### config.mk
export PLATFORM = sky130hd
export DESIGN_NAME = elias_omega_encoder_unit
export DESIGN_NICKNAME = d
export VERILOG_FILES = /design/src/hw/rtl/eoe_pkg.sv /design/src/hw/rtl/elias_omega_encoder_unit.sv /design/src/hw/rtl/eoe_ctrl.sv /design/src/hw/rtl/eoe_datapath.sv
export SDC_FILE = /design/constraint.sdc
export NUM_CORES = 1
export LEC_CHECK = 0
export BUFFER_PORTS_ARGS = -buffer_cell sky130_fd_sc_hd__clkbuf_2
export CORE_ASPECT_RATIO = 0.75
export CORE_UTILIZATION = 60
export DETAILED_ROUTE_END_ITERATION = 8
export PLACE_DENSITY = 0.8
export RECOVER_POWER = 50
export SLEW_MARGIN = 20
export SYNTH_ARGS = -nofsm -noshare
export SYNTH_HDL_FRONTEND = slang
export SYNTH_HIERARCHICAL = 1
export SYNTH_SLANG_ARGS = --single-unit
export TNS_END_PERCENT = 50
### constraint.sdc
create_clock -name clk_i -period 4.6 [get_ports clk_i]
set_input_delay 0.23 -clock clk_i [delete_from_list [all_inputs] [get_ports clk_i]]
set_output_delay 0.23 -clock clk_i [all_outputs]
set_load 0.1 [all_outputs]
### src/hw/rtl/eoe_pkg.sv
// ----------------------------------------------------------------------------
// Elias omega encoder package
// Shared widths, command and status types and a helper function.
// ----------------------------------------------------------------------------
package eoe_pkg;

  localparam int unsigned VALUE_WIDTH  = 32;
  localparam int unsigned OFFSET_WIDTH = 32;
  // Longest code plus the seven waiting bits, with margin for wider values.
  localparam int unsigned BUF_W        = VALUE_WIDTH + 24;
  localparam int unsigned CNT_W        = $clog2(BUF_W + 1);
  localparam int unsigned LEN_W        = $clog2(VALUE_WIDTH + 1);
  localparam int unsigned BYTE_W       = 8;
  localparam int unsigned PEND_W       = 7;
  localparam int unsigned PCNT_W       = 3;

  // Commands from the controller to the datapath.
  typedef struct packed {
    logic load;       // take a new item and set up the code buffer
    logic step;       // prepend one length group, or the waiting bits
    logic mark;       // send the zero-value marker
    logic emit_byte;  // send the oldest full byte of the buffer
    logic emit_pad;   // send the partial byte padded with zeros
    logic finish;     // keep the leftover bits for the next item
  } eoe_cmd_t;

  // Status from the datapath to the controller.
  typedef struct packed {
    logic cur_zero;
    logic cur_gt1;
    logic cnt_ge8;
    logic cnt_nz;
    logic flush;
    logic out_free;
  } eoe_status_t;

  // Number of significant bits of a value.
  function automatic logic [LEN_W-1:0] bit_length(input logic [VALUE_WIDTH-1:0] n);
    logic [LEN_W-1:0] len;
    len = '0;
    for (int i = 0; i < VALUE_WIDTH; i++) begin
      if (n[i]) begin
        len = LEN_W'(i + 1);
      end
    end
    return len;
  endfunction

endpackage

### src/hw/rtl/elias_omega_encoder_unit.sv
// ----------------------------------------------------------------------------
// Elias omega encoder unit
// Codes unsigned integers into a packed, MSB-first Elias omega byte stream.
// ----------------------------------------------------------------------------
// Each transfer on the input channel carries a value and a flush flag. The
// configured offset is added to the value (wrapping at the value width) and
// the Elias omega code of the sum is appended to the byte stream, earliest
// bit in bit 7 of each byte. Up to seven bits wait between items; a flush
// pads them with zeros and sends them as one more byte. A sum of zero is not
// coded: a marker transfer with zero_error set and a zero byte is sent
// instead, and it is never part of the stream. The final transfer caused by
// an item carries last_of_item; an item that fills no byte causes none.
// One item is handled at a time: the input stalls until it is closed. The
// item is accepted, then the iterative prepend unit builds one length group
// per cycle (at most four for a 32-bit value) and prepends the waiting bits
// in one more step, or sends the marker for a zero sum. The single output
// register then sends the bytes (at most seven), one byte per cycle while
// the output is not stalled, and a closing step keeps the leftover bits.
module elias_omega_encoder_unit
  import eoe_pkg::*;
(
  input  logic                    clk_i,
  input  logic                    rst_ni,
  // Configuration: offset register.
  input  logic                    cfg_we_i,
  input  logic [OFFSET_WIDTH-1:0] cfg_wdata_i,
  // Input channel.
  input  logic                    in_valid_i,
  output logic                    in_stall_o,
  input  logic [VALUE_WIDTH-1:0]  value_i,
  input  logic                    flush_i,
  // Output channel.
  output logic                    out_valid_o,
  input  logic                    out_stall_i,
  output logic [BYTE_W-1:0]       out_byte_o,
  output logic                    last_of_item_o,
  output logic                    zero_error_o
);

  eoe_cmd_t    cmd;
  eoe_status_t status;

  // The controller decides what happens each cycle; the datapath holds all
  // item data and the output register, so the output side can stall freely.
  eoe_ctrl u_ctrl (
    .clk_i      (clk_i),
    .rst_ni     (rst_ni),
    .in_valid_i (in_valid_i),
    .in_stall_o (in_stall_o),
    .status_i   (status),
    .cmd_o      (cmd)
  );

  eoe_datapath u_datapath (
    .clk_i          (clk_i),
    .rst_ni         (rst_ni),
    .cfg_we_i       (cfg_we_i),
    .cfg_wdata_i    (cfg_wdata_i),
    .value_i        (value_i),
    .flush_i        (flush_i),
    .cmd_i          (cmd),
    .status_o       (status),
    .out_valid_o    (out_valid_o),
    .out_stall_i    (out_stall_i),
    .out_byte_o     (out_byte_o),
    .last_of_item_o (last_of_item_o),
    .zero_error_o   (zero_error_o)
  );

endmodule

### src/hw/rtl/eoe_ctrl.sv
// ----------------------------------------------------------------------------
// Elias omega encoder controller
// Sequences acceptance, group building, byte output and close-out per item.
// ----------------------------------------------------------------------------
module eoe_ctrl
  import eoe_pkg::*;
(
  input  logic        clk_i,
  input  logic        rst_ni,
  input  logic        in_valid_i,
  output logic        in_stall_o,
  input  eoe_status_t status_i,
  output eoe_cmd_t    cmd_o
);

  typedef enum logic [3:0] {
    S_IDLE  = 4'b0001,
    S_GROUP = 4'b0010,
    S_MARK  = 4'b0100,
    S_EMIT  = 4'b1000
  } state_e;

  state_e state_q, state_d;

  always_comb begin
    state_d    = state_q;
    cmd_o      = '0;
    in_stall_o = 1'b1;
    unique case (state_q)
      S_IDLE: begin
        in_stall_o = 1'b0;
        if (in_valid_i) begin
          cmd_o.load = 1'b1;
          state_d    = S_GROUP;
        end
      end
      S_GROUP: begin
        if (status_i.cur_zero) begin
          state_d = S_MARK;
        end else begin
          cmd_o.step = 1'b1;
          if (!status_i.cur_gt1) begin
            state_d = S_EMIT;
          end
        end
      end
      S_MARK: begin
        if (status_i.out_free) begin
          cmd_o.mark = 1'b1;
          state_d    = S_EMIT;
        end
      end
      S_EMIT: begin
        priority if (status_i.cnt_ge8) begin
          cmd_o.emit_byte = status_i.out_free;
        end else if (status_i.flush && status_i.cnt_nz) begin
          cmd_o.emit_pad = status_i.out_free;
        end else begin
          cmd_o.finish = 1'b1;
          state_d      = S_IDLE;
        end
      end
      default: begin
        state_d = S_IDLE;
      end
    endcase
  end

  always_ff @(posedge clk_i or negedge rst_ni) begin
    if (!rst_ni) begin
      state_q <= S_IDLE;
    end else begin
      state_q <= state_d;
    end
  end

endmodule

### src/hw/rtl/eoe_datapath.sv
// ----------------------------------------------------------------------------
// Elias omega encoder datapath
// Offset register, code buffer, waiting bits and the output register.
// ----------------------------------------------------------------------------
module eoe_datapath
  import eoe_pkg::*;
(
  input  logic                    clk_i,
  input  logic                    rst_ni,
  input  logic                    cfg_we_i,
  input  logic [OFFSET_WIDTH-1:0] cfg_wdata_i,
  input  logic [VALUE_WIDTH-1:0]  value_i,
  input  logic                    flush_i,
  input  eoe_cmd_t                cmd_i,
  output eoe_status_t             status_o,
  output logic                    out_valid_o,
  input  logic                    out_stall_i,
  output logic [BYTE_W-1:0]       out_byte_o,
  output logic                    last_of_item_o,
  output logic                    zero_error_o
);

  logic [OFFSET_WIDTH-1:0] offset_q;
  logic [VALUE_WIDTH-1:0]  cur_q, cur_d;
  logic [BUF_W-1:0]        buf_q, buf_d;
  logic [CNT_W-1:0]        cnt_q, cnt_d;
  logic                    flush_q;
  logic [PEND_W-1:0]       pbits_q, pbits_d;
  logic [PCNT_W-1:0]       pcnt_q, pcnt_d;
  logic                    ovalid_q, ovalid_d;
  logic [BYTE_W-1:0]       obyte_q, obyte_d;
  logic                    olast_q, olast_d;
  logic                    oerr_q, oerr_d;

  logic [LEN_W-1:0]  cur_len;
  logic [CNT_W-1:0]  rem;
  logic [PCNT_W-1:0] cnt3;
  logic [PEND_W-1:0] low7;
  logic              out_free;

  assign cur_len  = bit_length(cur_q);
  assign rem      = cnt_q - CNT_W'(BYTE_W);
  assign cnt3     = cnt_q[PCNT_W-1:0];
  assign low7     = buf_q[PEND_W-1:0] & PEND_W'((8'd1 << cnt3) - 8'd1);
  assign out_free = !ovalid_q || !out_stall_i;

  assign status_o.cur_zero = (cur_q == '0);
  assign status_o.cur_gt1  = (cur_q > VALUE_WIDTH'(1));
  assign status_o.cnt_ge8  = (cnt_q >= CNT_W'(BYTE_W));
  assign status_o.cnt_nz   = (cnt_q != '0);
  assign status_o.flush    = flush_q;
  assign status_o.out_free = out_free;

  always_comb begin
    cur_d    = cur_q;
    buf_d    = buf_q;
    cnt_d    = cnt_q;
    pbits_d  = pbits_q;
    pcnt_d   = pcnt_q;
    ovalid_d = ovalid_q && out_stall_i;
    obyte_d  = obyte_q;
    olast_d  = olast_q;
    oerr_d   = oerr_q;

    if (cmd_i.load) begin
      cur_d = VALUE_WIDTH'(value_i + VALUE_WIDTH'(offset_q));
      buf_d = '0;           // the closing zero bit
      cnt_d = CNT_W'(1);
    end

    if (cmd_i.step) begin
      if (status_o.cur_gt1) begin
        // Groups are built from the value down, so each one goes in front.
        buf_d = buf_q | (BUF_W'(cur_q) << cnt_q);
        cnt_d = cnt_q + CNT_W'(cur_len);
        cur_d = VALUE_WIDTH'(cur_len - LEN_W'(1));
      end else begin
        buf_d = buf_q | (BUF_W'(pbits_q) << cnt_q);
        cnt_d = cnt_q + CNT_W'(pcnt_q);
      end
    end

    if (cmd_i.mark) begin
      ovalid_d = 1'b1;
      obyte_d  = '0;
      oerr_d   = 1'b1;
      olast_d  = !(flush_q && (pcnt_q != '0));
      buf_d    = BUF_W'(pbits_q);
      cnt_d    = CNT_W'(pcnt_q);
    end

    if (cmd_i.emit_byte) begin
      ovalid_d = 1'b1;
      obyte_d  = BYTE_W'(buf_q >> rem);
      oerr_d   = 1'b0;
      olast_d  = (rem < CNT_W'(BYTE_W)) && !(flush_q && (rem != '0));
      cnt_d    = rem;
    end

    if (cmd_i.emit_pad) begin
      ovalid_d = 1'b1;
      obyte_d  = BYTE_W'({1'b0, low7} << (4'd8 - {1'b0, cnt3}));
      oerr_d   = 1'b0;
      olast_d  = 1'b1;
      cnt_d    = '0;
    end

    if (cmd_i.finish) begin
      pbits_d = low7;
      pcnt_d  = cnt3;
    end
  end

  always_ff @(posedge clk_i or negedge rst_ni) begin
    if (!rst_ni) begin
      offset_q <= '0;
      pbits_q  <= '0;
      pcnt_q   <= '0;
      ovalid_q <= 1'b0;
      cnt_q    <= '0;
    end else begin
      if (cfg_we_i) begin
        offset_q <= cfg_wdata_i;
      end
      pbits_q  <= pbits_d;
      pcnt_q   <= pcnt_d;
      ovalid_q <= ovalid_d;
      cnt_q    <= cnt_d;
    end
  end

  always_ff @(posedge clk_i) begin
    cur_q   <= cur_d;
    buf_q   <= buf_d;
    obyte_q <= obyte_d;
    olast_q <= olast_d;
    oerr_q  <= oerr_d;
    if (cmd_i.load) begin
      flush_q <= flush_i;
    end
  end

  assign out_valid_o    = ovalid_q;
  assign out_byte_o     = obyte_q;
  assign last_of_item_o = olast_q;
  assign zero_error_o   = oerr_q;

endmodule
==> key figures, run 1 <==
Setup path
  – WP data arrival: about 4600 ps
  – Critical path startpoint category: flop
  – CP required: roughly 4900 ps
  – Worst setup EP type: flop
  – Crit path kind: reg2reg
  – Crit Path Max Fanout: 23

Yosys
  – Post-synth EDFFs: 16
  – FFs w/ async S/R, synth: 0.3487
  – #FFs+latches synth: ~150
  – Mapped Area: between 0.01 and 0.015 mm²
  – Syn_nets: ~1.6k
  – Sequential area share after synthesis: 0.2695
  – Cell count after synthesis: between 1.5k and 2k
  – Main synth FF type: dfxtp_1
  – Netlist cell types: 90
  – Yosys warning total: 6
  – Synth area leader: dfxtp_1
  – Syn Area/Cell: about 8.5 µm²
  – Yosys top cell area share: 0.1291
  – Synth top area cells: dfxtp_1, dfrtp_1, mux2i_1, mux2_2, mux4_2

Flow run
  – Max Cap Violations: 3

CTS
  – Clk_lat worst skew: 450 ps
  – H-tree levels: 4
  – Maximum buffer depth of the clock tree: 2
  – CTS Buf Count: 17
  – Root buf cell: clkbuf_16
  – Clock Pin Slew Worst Setup and Hold Paths: around 70 ps
  – CTS tree: built
  – Clock sink total: 152
  – Setup bufs post-CTS: 0

Detailed routing
  – Mean number of vias per cell: between 6 and 7
  – Drt wl/cell: ~22 µm
  – Total number of vias: ~12k
  – Drt initial violations: roughly 1.7k
  – DR pass1 iterations: 8
  – Number of remaining DRC errors: 0
  – DRT Wirelength: approximately 40000 µm
  – Antenna viol nets, final: 0

Floorplanning
  – Initial core utilization: 0.6111
  – Number of I/O pins: 82
  – Core area: approximately 0.021 mm²
  – Die height: ~130 µm
  – Die W: ~170 µm
  – Die area: about 0.022 mm²
  – Row count: between 40 and 50

Final layout
  – # nets final: ~1.6k
  – Most common cell after layout, fill and taps aside: nand2_1
  – Multi-input gate area: 0.008582 mm²
  – FILL cells: around 1.8k
  – N_diodes: 0
  – Commonest non-fill, non-tap cells in the layout: nand2_1, a21oi_1, o21ai_0
  – Area grow syn2layout: 7.397%
  – Layout Cells excl Fill: around 1.8k
  – Share of layout cells above drive strength 1: 0.1693
  – Register area: around 0.0035 mm²

STA
  – Setup violators final: 0
  – Setup Skew: ~12 ps
  – Max Slew Vio Count: roughly 160
  – Slew margin rel.: -0.9950
  – Final Hold Viols: 0
  – RSZ-0062 raised after global routing: no
  – Setup TNS: 0 ps
  – Tcrit/Tclk final: 0.9292
  – Worst-margin pin slew: approximately 3000 ps
  – Period minus WS final: roughly 4300 ps
  – Fmax: between 0.2 and 0.25 GHz

Power and ir drop
  – Power Density: between 700 and 800 mW/mm²
  – Sw frac: 0.5145
  – Peak VDD IR: between 0.0003 and 0.0004 V
  – Sequential Power Share: 0.231
  – Comb power frac: 0.632
  – Clk network pwr share: 0.137
  – Sw power: between 5 and 6 mW
  – Leakage power: 5.550 nW
  – Int Pwr: 5.370 mW

Placement
  – Placed cells: approximately 1.8k
  – Port Buffers: 81
  – HPWL Detailed: between 20000 and 30000 µm
  – Global placement routability congestion: between 0.9 and 1

Global route
  – Remaining Overflow, GRT: 0
  – Initial antenna violation count: 0
  – Met1 Use GR: 0.5314
  – Global-route met2 utilization: 0.5234
  – Number of global-route vias before repair: 11.17k
  – Total track usage: 0.3661
  – Met3 Usage GRT: 0.1098
  – GR peak layer: met1
  – First-pass GRT wire length: about 62000 µm
  – Largest net degree at the start of global routing: between 80 and 90

Hold path
  – Type of the worst min-delay path: in2reg

Outcome
  – Violated checks: capacitance limit, slew limit
  – Status: finished with violations
cell families (layout without fill, tap and decap cells):
logic type               Yosys count  after routing  synth area share
multiplexers                     202            202            0.2016
flip-flops                       152            152            0.2695
adder cells (fa/ha/maj)           48             48           0.04782
AO/OA/AOI/OAI                    475            475            0.2356
XOR/XNOR                          32             32           0.02177
AND/OR/NAND/NOR                  439            439            0.1599
buffers and inverters            160            188           0.06385
cells in the mapped netlist, types with 11 or more instances:
library cell / n
o22ai_1: 13
xor2_1: 16
nand2_1: 166
o21a_1: 11
buf_2: 11
clkbuf_1: 55
mux2_2: 73
nor2_1: 115
a31oi_1: 27
buf_1: 21
o21ai_0: 117
or3_1: 12
mux4_2: 32
a211oi_1: 32
mux2i_1: 92
inv_1: 41
a21o_1: 24
nand3_1: 22
edfxtp_1: 16
o211ai_1: 11
a22oi_1: 11
ha_1: 46
dfrtp_1: 52
xnor2_1: 16
nor3_1: 38
dfxtp_1: 83
o31ai_1: 13
nor2b_1: 21
and2_1: 15
a21oi_1: 128
registers in the layout, summed over array words and instances (netlist names):
signal / flops
u_datapath/zero_error_o: 1
u_datapath/cnt_q: 6
u_datapath/out_byte_o: 8
u_datapath/flush_q: 1
u_datapath/pbits_q: 7
u_datapath/last_of_item_o: 1
u_datapath/cur_q: 32
u_ctrl/state_q: 4
u_datapath/out_valid_o: 1
u_datapath/offset_q: 32
u_datapath/buf_q: 56
u_datapath/pcnt_q: 3
worst paths after layout:
kind,start,to,slack (ps),depth (start not counted)
max,u_datapath/cur_q[0],u_datapath/cur_q[28],330,13
min in group asynchronous,rst_ni,u_datapath/offset_q[4],1400,3
min reg2reg,u_datapath/last_of_item_o,u_datapath/last_of_item_o,490,1
max in group asynchronous,rst_ni,u_datapath/cnt_q[1],1120,3
min,cfg_wdata_i[16],u_datapath/offset_q[16],10,2
max reg2reg,u_datapath/cur_q[0],u_datapath/cur_q[28],330,13
per-stage QoR:
| step | area [µm²] | util | worst slack [ps] | power [mW] | hold slack (ps) |
|---|---|---|---|---|---|
| final | 13830 | 0.6563 | 325.6 | 11.06 | 13.22 |
| after global routing | 13830 | 0.6563 | 153.0 | 11.67 | 1.586 |
| after CTS | 13870 | 0.6582 | 654.9 | 10.78 | 0.3575 |
| after detailed placement | 13200 | 0.6264 | 668.8 | 9.222 | 409.3 |
| after global placement | 13200 | 0.6264 | 775.7 | 9.135 | 392.7 |
| after floorplan | 12870 | - | 995.8 | 7.481 | -65.59 |
power by group through the flow:
stage	sequential [mW]	combinational [mW]	clock [mW]
floorplan	2.26	5.22	0
global placement	2.50	6.63	0
detailed placement	2.53	6.69	0
CTS	2.51	6.75	1.52
global route	2.61	7.49	1.57
finish	2.56	6.99	1.51
layout make-up:
cell class | count | area share
timing repair buffer | 112 | 0.04489
inverter | 44 | 0.01195
tap | 288 | 0.02606
sequential | 152 | 0.2515
clock buffer | 19 | 0.03285
clock inverter | 13 | 0.01204
multi-input combinational | 1196 | 0.6207
critical path: stages, from the launching register on:
cell and delay (ps):
dfxtp_1 400, nor2b_1 150, o21bai_1 70, a21oi_1 180, o21ai_0 100, a21oi_1 160
o21ai_0 150, a211oi_1 690, o21ai_0 450, ha_1 370, nor2b_1 180, nand4_1 220
and2_1 800, nor3_1 160
routing by layer:
layer	wire, µm	part of all wire	vias to the layer above
met5	0	0	-
met4	707	0.018	0
li1	-	-	5648
met1	16960	0.43	5872
met2	16350	0.42	795
met3	5253	0.13	69
timing repair:
item	CTS	global route
gates resized for setup	0	0
hold buffers	5	0
endpoints found under the hold margin	56	0
Note: power is estimated with default switching activity, not from simulation.
==> run 2, diff against run 1 <==
--- a/config.mk
+++ b/config.mk
@@ -6,7 +6,7 @@
 export NUM_CORES = 1
 export LEC_CHECK = 0
 export BUFFER_PORTS_ARGS = -buffer_cell sky130_fd_sc_hd__clkbuf_2
-export CORE_ASPECT_RATIO = 0.75
+export CORE_ASPECT_RATIO = 2
 export CORE_UTILIZATION = 60
 export DETAILED_ROUTE_END_ITERATION = 8
 export PLACE_DENSITY = 0.8
==> run 2 against run 1 <==
Sequential power is 2% higher. Count of clock-buffer cells in the layout shrank 2. Worst setup slack got worse by 8.5 ps. Global-route usage increased by 3.0 points. Cell count fell by 0.77%. Clock skew increased by 2.5 ps. Critical path type unchanged. Clock power down 6%. Critical path depth shrank 4. The flow still finishes with violations (capacitance limit, slew limit). Flip-flop and latch count did not move. First-iteration DRC count down 42%. Fmax decreased by 0.20%. Register-to-register slack about the same.
==> key figures, run 2 (same netlist as run 1, synthesis figures left out) <==
Outcome
  – Status: finished with violations (unchanged)
  – Violated checks: capacitance limit, slew limit (unchanged)

STA
  – Slew margin rel.: -0.9177 (was -0.9950)
  – Setup TNS: 0 ps (unchanged)
  – RSZ-0062 raised after global routing: no (unchanged)
  – Worst setup margin: 317.1 ps (was 325.6 ps)
  – Worst-margin pin slew: 2877 ps (was 2992 ps)
  – Fmax: 0.2335 GHz (was 0.2340 GHz)
  – Hold_ws: 9.123 ps (was 13.22 ps)
  – Setup violators final: 0 (unchanged)
  – Final Hold Viols: 0 (unchanged)
  – Period minus WS final: 4283 ps (was 4274 ps)
  – Max Slew Vio Count: 88 (was 164)
  – Setup Skew: 14.22 ps (was 11.67 ps)
  – Tcrit/Tclk final: 0.9311 (was 0.9292)

CTS
  – H-tree levels: 4 (unchanged)
  – Maximum buffer depth of the clock tree: 2 (unchanged)
  – Post-cts sizing count: 0 (unchanged)
  – CTS Buf Count: 17 (unchanged)
  – Clock Pin Slew Worst Setup and Hold Paths: 70 ps (about the same)
  – Clock sink total: 152 (unchanged)
  – Root buf cell: clkbuf_16 (unchanged)
  – Cts hold-fix bufs: 2 (was 5)
  – Setup bufs post-CTS: 0 (unchanged)
  – CTS tree: built (unchanged)
  – Clk_lat worst skew: 450 ps (about the same)

Placement
  – Global placement routability congestion: 1.030 (was 0.9726)
  – Placed cells: 1776 (was 1787)
  – Pre-CTS WS: 1094 ps (was 668.8 ps)
  – Cell Area, Placed: 0.01323 mm² (was 0.01320 mm²)
  – Port Buffers: 81 (unchanged)
  – HPWL Detailed: 31010 µm (was 28950 µm)

Global route
  – First-pass GRT wire length: 66180 µm (was 62030 µm)
  – Remaining Overflow, GRT: 0 (unchanged)
  – Number of global-route vias before repair: 12.17k (was 11.17k)
  – Initial antenna violation count: 0 (unchanged)
  – Largest net degree at the start of global routing: 66 (was 81)
  – Total track usage: 0.3957 (was 0.3661)

Detailed routing
  – Drt wl/cell: 23.42 µm (was 21.53 µm)
  – DRT Wirelength: 42380 µm (was 39270 µm)
  – Antenna viol nets, final: 0 (unchanged)
  – Total number of vias: 12.24k (was 12.38k)
  – Number of remaining DRC errors: 0 (unchanged)
  – Mean number of vias per cell: 6.761 (was 6.789)
  – DR pass1 iterations: 8 (unchanged)
  – Drt initial violations: 1004 (was 1722)

Final layout
  – Largest register FFs: 56 (unchanged)
  – Area grow syn2layout: 7.260% (was 7.397%)
  – FILL cells: 1801 (was 1808)
  – # nets final: 1646 (was 1641)
  – Share of layout cells above drive strength 1: 0.1752 (was 0.1693)
  – Commonest non-fill, non-tap cells in the layout: nand2_1, a21oi_1, o21ai_0 (unchanged)
  – Post-route cell area: 0.01381 mm² (was 0.01383 mm²)
  – Most common cell after layout, fill and taps aside: nand2_1 (unchanged)
  – Biggest regs: u_datapath/buf_q (56), u_datapath/cur_q (32), u_datapath/offset_q (32) (unchanged)
  – Most flops, register: u_datapath/buf_q (unchanged)
  – Layout Cells excl Fill: 1810 (was 1824)
  – N_diodes: 0 (unchanged)
  – Core Util, Final: 0.6569 (was 0.6563)

Power and ir drop
  – Power Density: 806.7 mW/mm² (was 800.0 mW/mm²)
  – Peak VDD IR: 0.0003814 V (was 0.0003789 V)
  – Leakage power: 5.561 nW (was 5.550 nW)
  – Overall Power: 11.14 mW (was 11.06 mW)

Setup path
  – R2r startpoint: u_datapath/cur_q[30] (was u_datapath/cur_q[0])
  – Critical path startpoint: u_datapath/cur_q[30] (was u_datapath/cur_q[0])
  – Critical path startpoint category: flop (unchanged)
  – R2R Setup Slk: 320 ps (was 330 ps)
  – Crit Path Max Fanout: 17 (was 23)
  – CP required: 4860 ps (was 4880 ps)
  – WP data arrival: 4540 ps (was 4560 ps)
  – Crit path kind: reg2reg (unchanged)
  – Worst setup EP type: flop (unchanged)

Floorplanning
  – Number of I/O pins: 82 (unchanged)
  – Initial core utilization: 0.6124 (was 0.6111)
  – Die area: 0.02208 mm² (was 0.02205 mm²)
  – Die W: 105.6 µm (was 171.1 µm)
  – Core area: 0.02102 mm² (was 0.02107 mm²)
  – Row count: 75 (was 46)
  – Die height: 209.2 µm (was 128.9 µm)

Flow run
  – Max Cap Violations: 2 (was 3)

Hold path
  – Hold Startpoint: cfg_wdata_i[1] (was cfg_wdata_i[16])
  – Type of the worst min-delay path: in2reg (unchanged)
-- run 2: power by group --
part           internal, mW  switching [mW]
Clock                 0.809           0.609
Sequential             1.82           0.793
Combinational          2.68            4.43
-- run 2: area by class of cell --
class | instances | area [µm²] | share of cell area
inverters | 44 | 165.2 | 0.01196
well taps | 269 | 336.6 | 0.02437
repair buffers | 117 | 653.1 | 0.04730
multi-input cells | 1196 | 8586 | 0.6218
clock buffers | 17 | 425.4 | 0.03081
flip-flops and latches | 152 | 3477 | 0.2518
clock inverters | 15 | 165.2 | 0.01196
-- run 2: metal layers --
metal  wire [µm]  global-route usage  up-vias
met3        3040             0.09482      240
met1       13600              0.3808     5717
met2       21340              0.6908      619
met4        4395              0.3525        0
li1            -                   -     5661
met5           0                   0        -
-- run 2: worst paths after layout --
check	end	depth (start not counted)
max in group asynchronous	u_datapath/cnt_q[1]	3
max reg2reg	u_datapath/buf_q[5]	9
min	u_datapath/offset_q[1]	3
min in group asynchronous	u_datapath/offset_q[2]	3
max	u_datapath/buf_q[5]	9
min reg2reg	u_datapath/last_of_item_o	1
-- run 2: worst max-delay path, cell delays in order, from the launching register on --
cell	delay, ps
dfxtp_1	450
nor4_2	760
and4_1	340
buf_4	230
nand3_2	150
a311oi_2	720
nor2_1	140
nor3_1	900
a21oi_1	140
o31ai_1	260
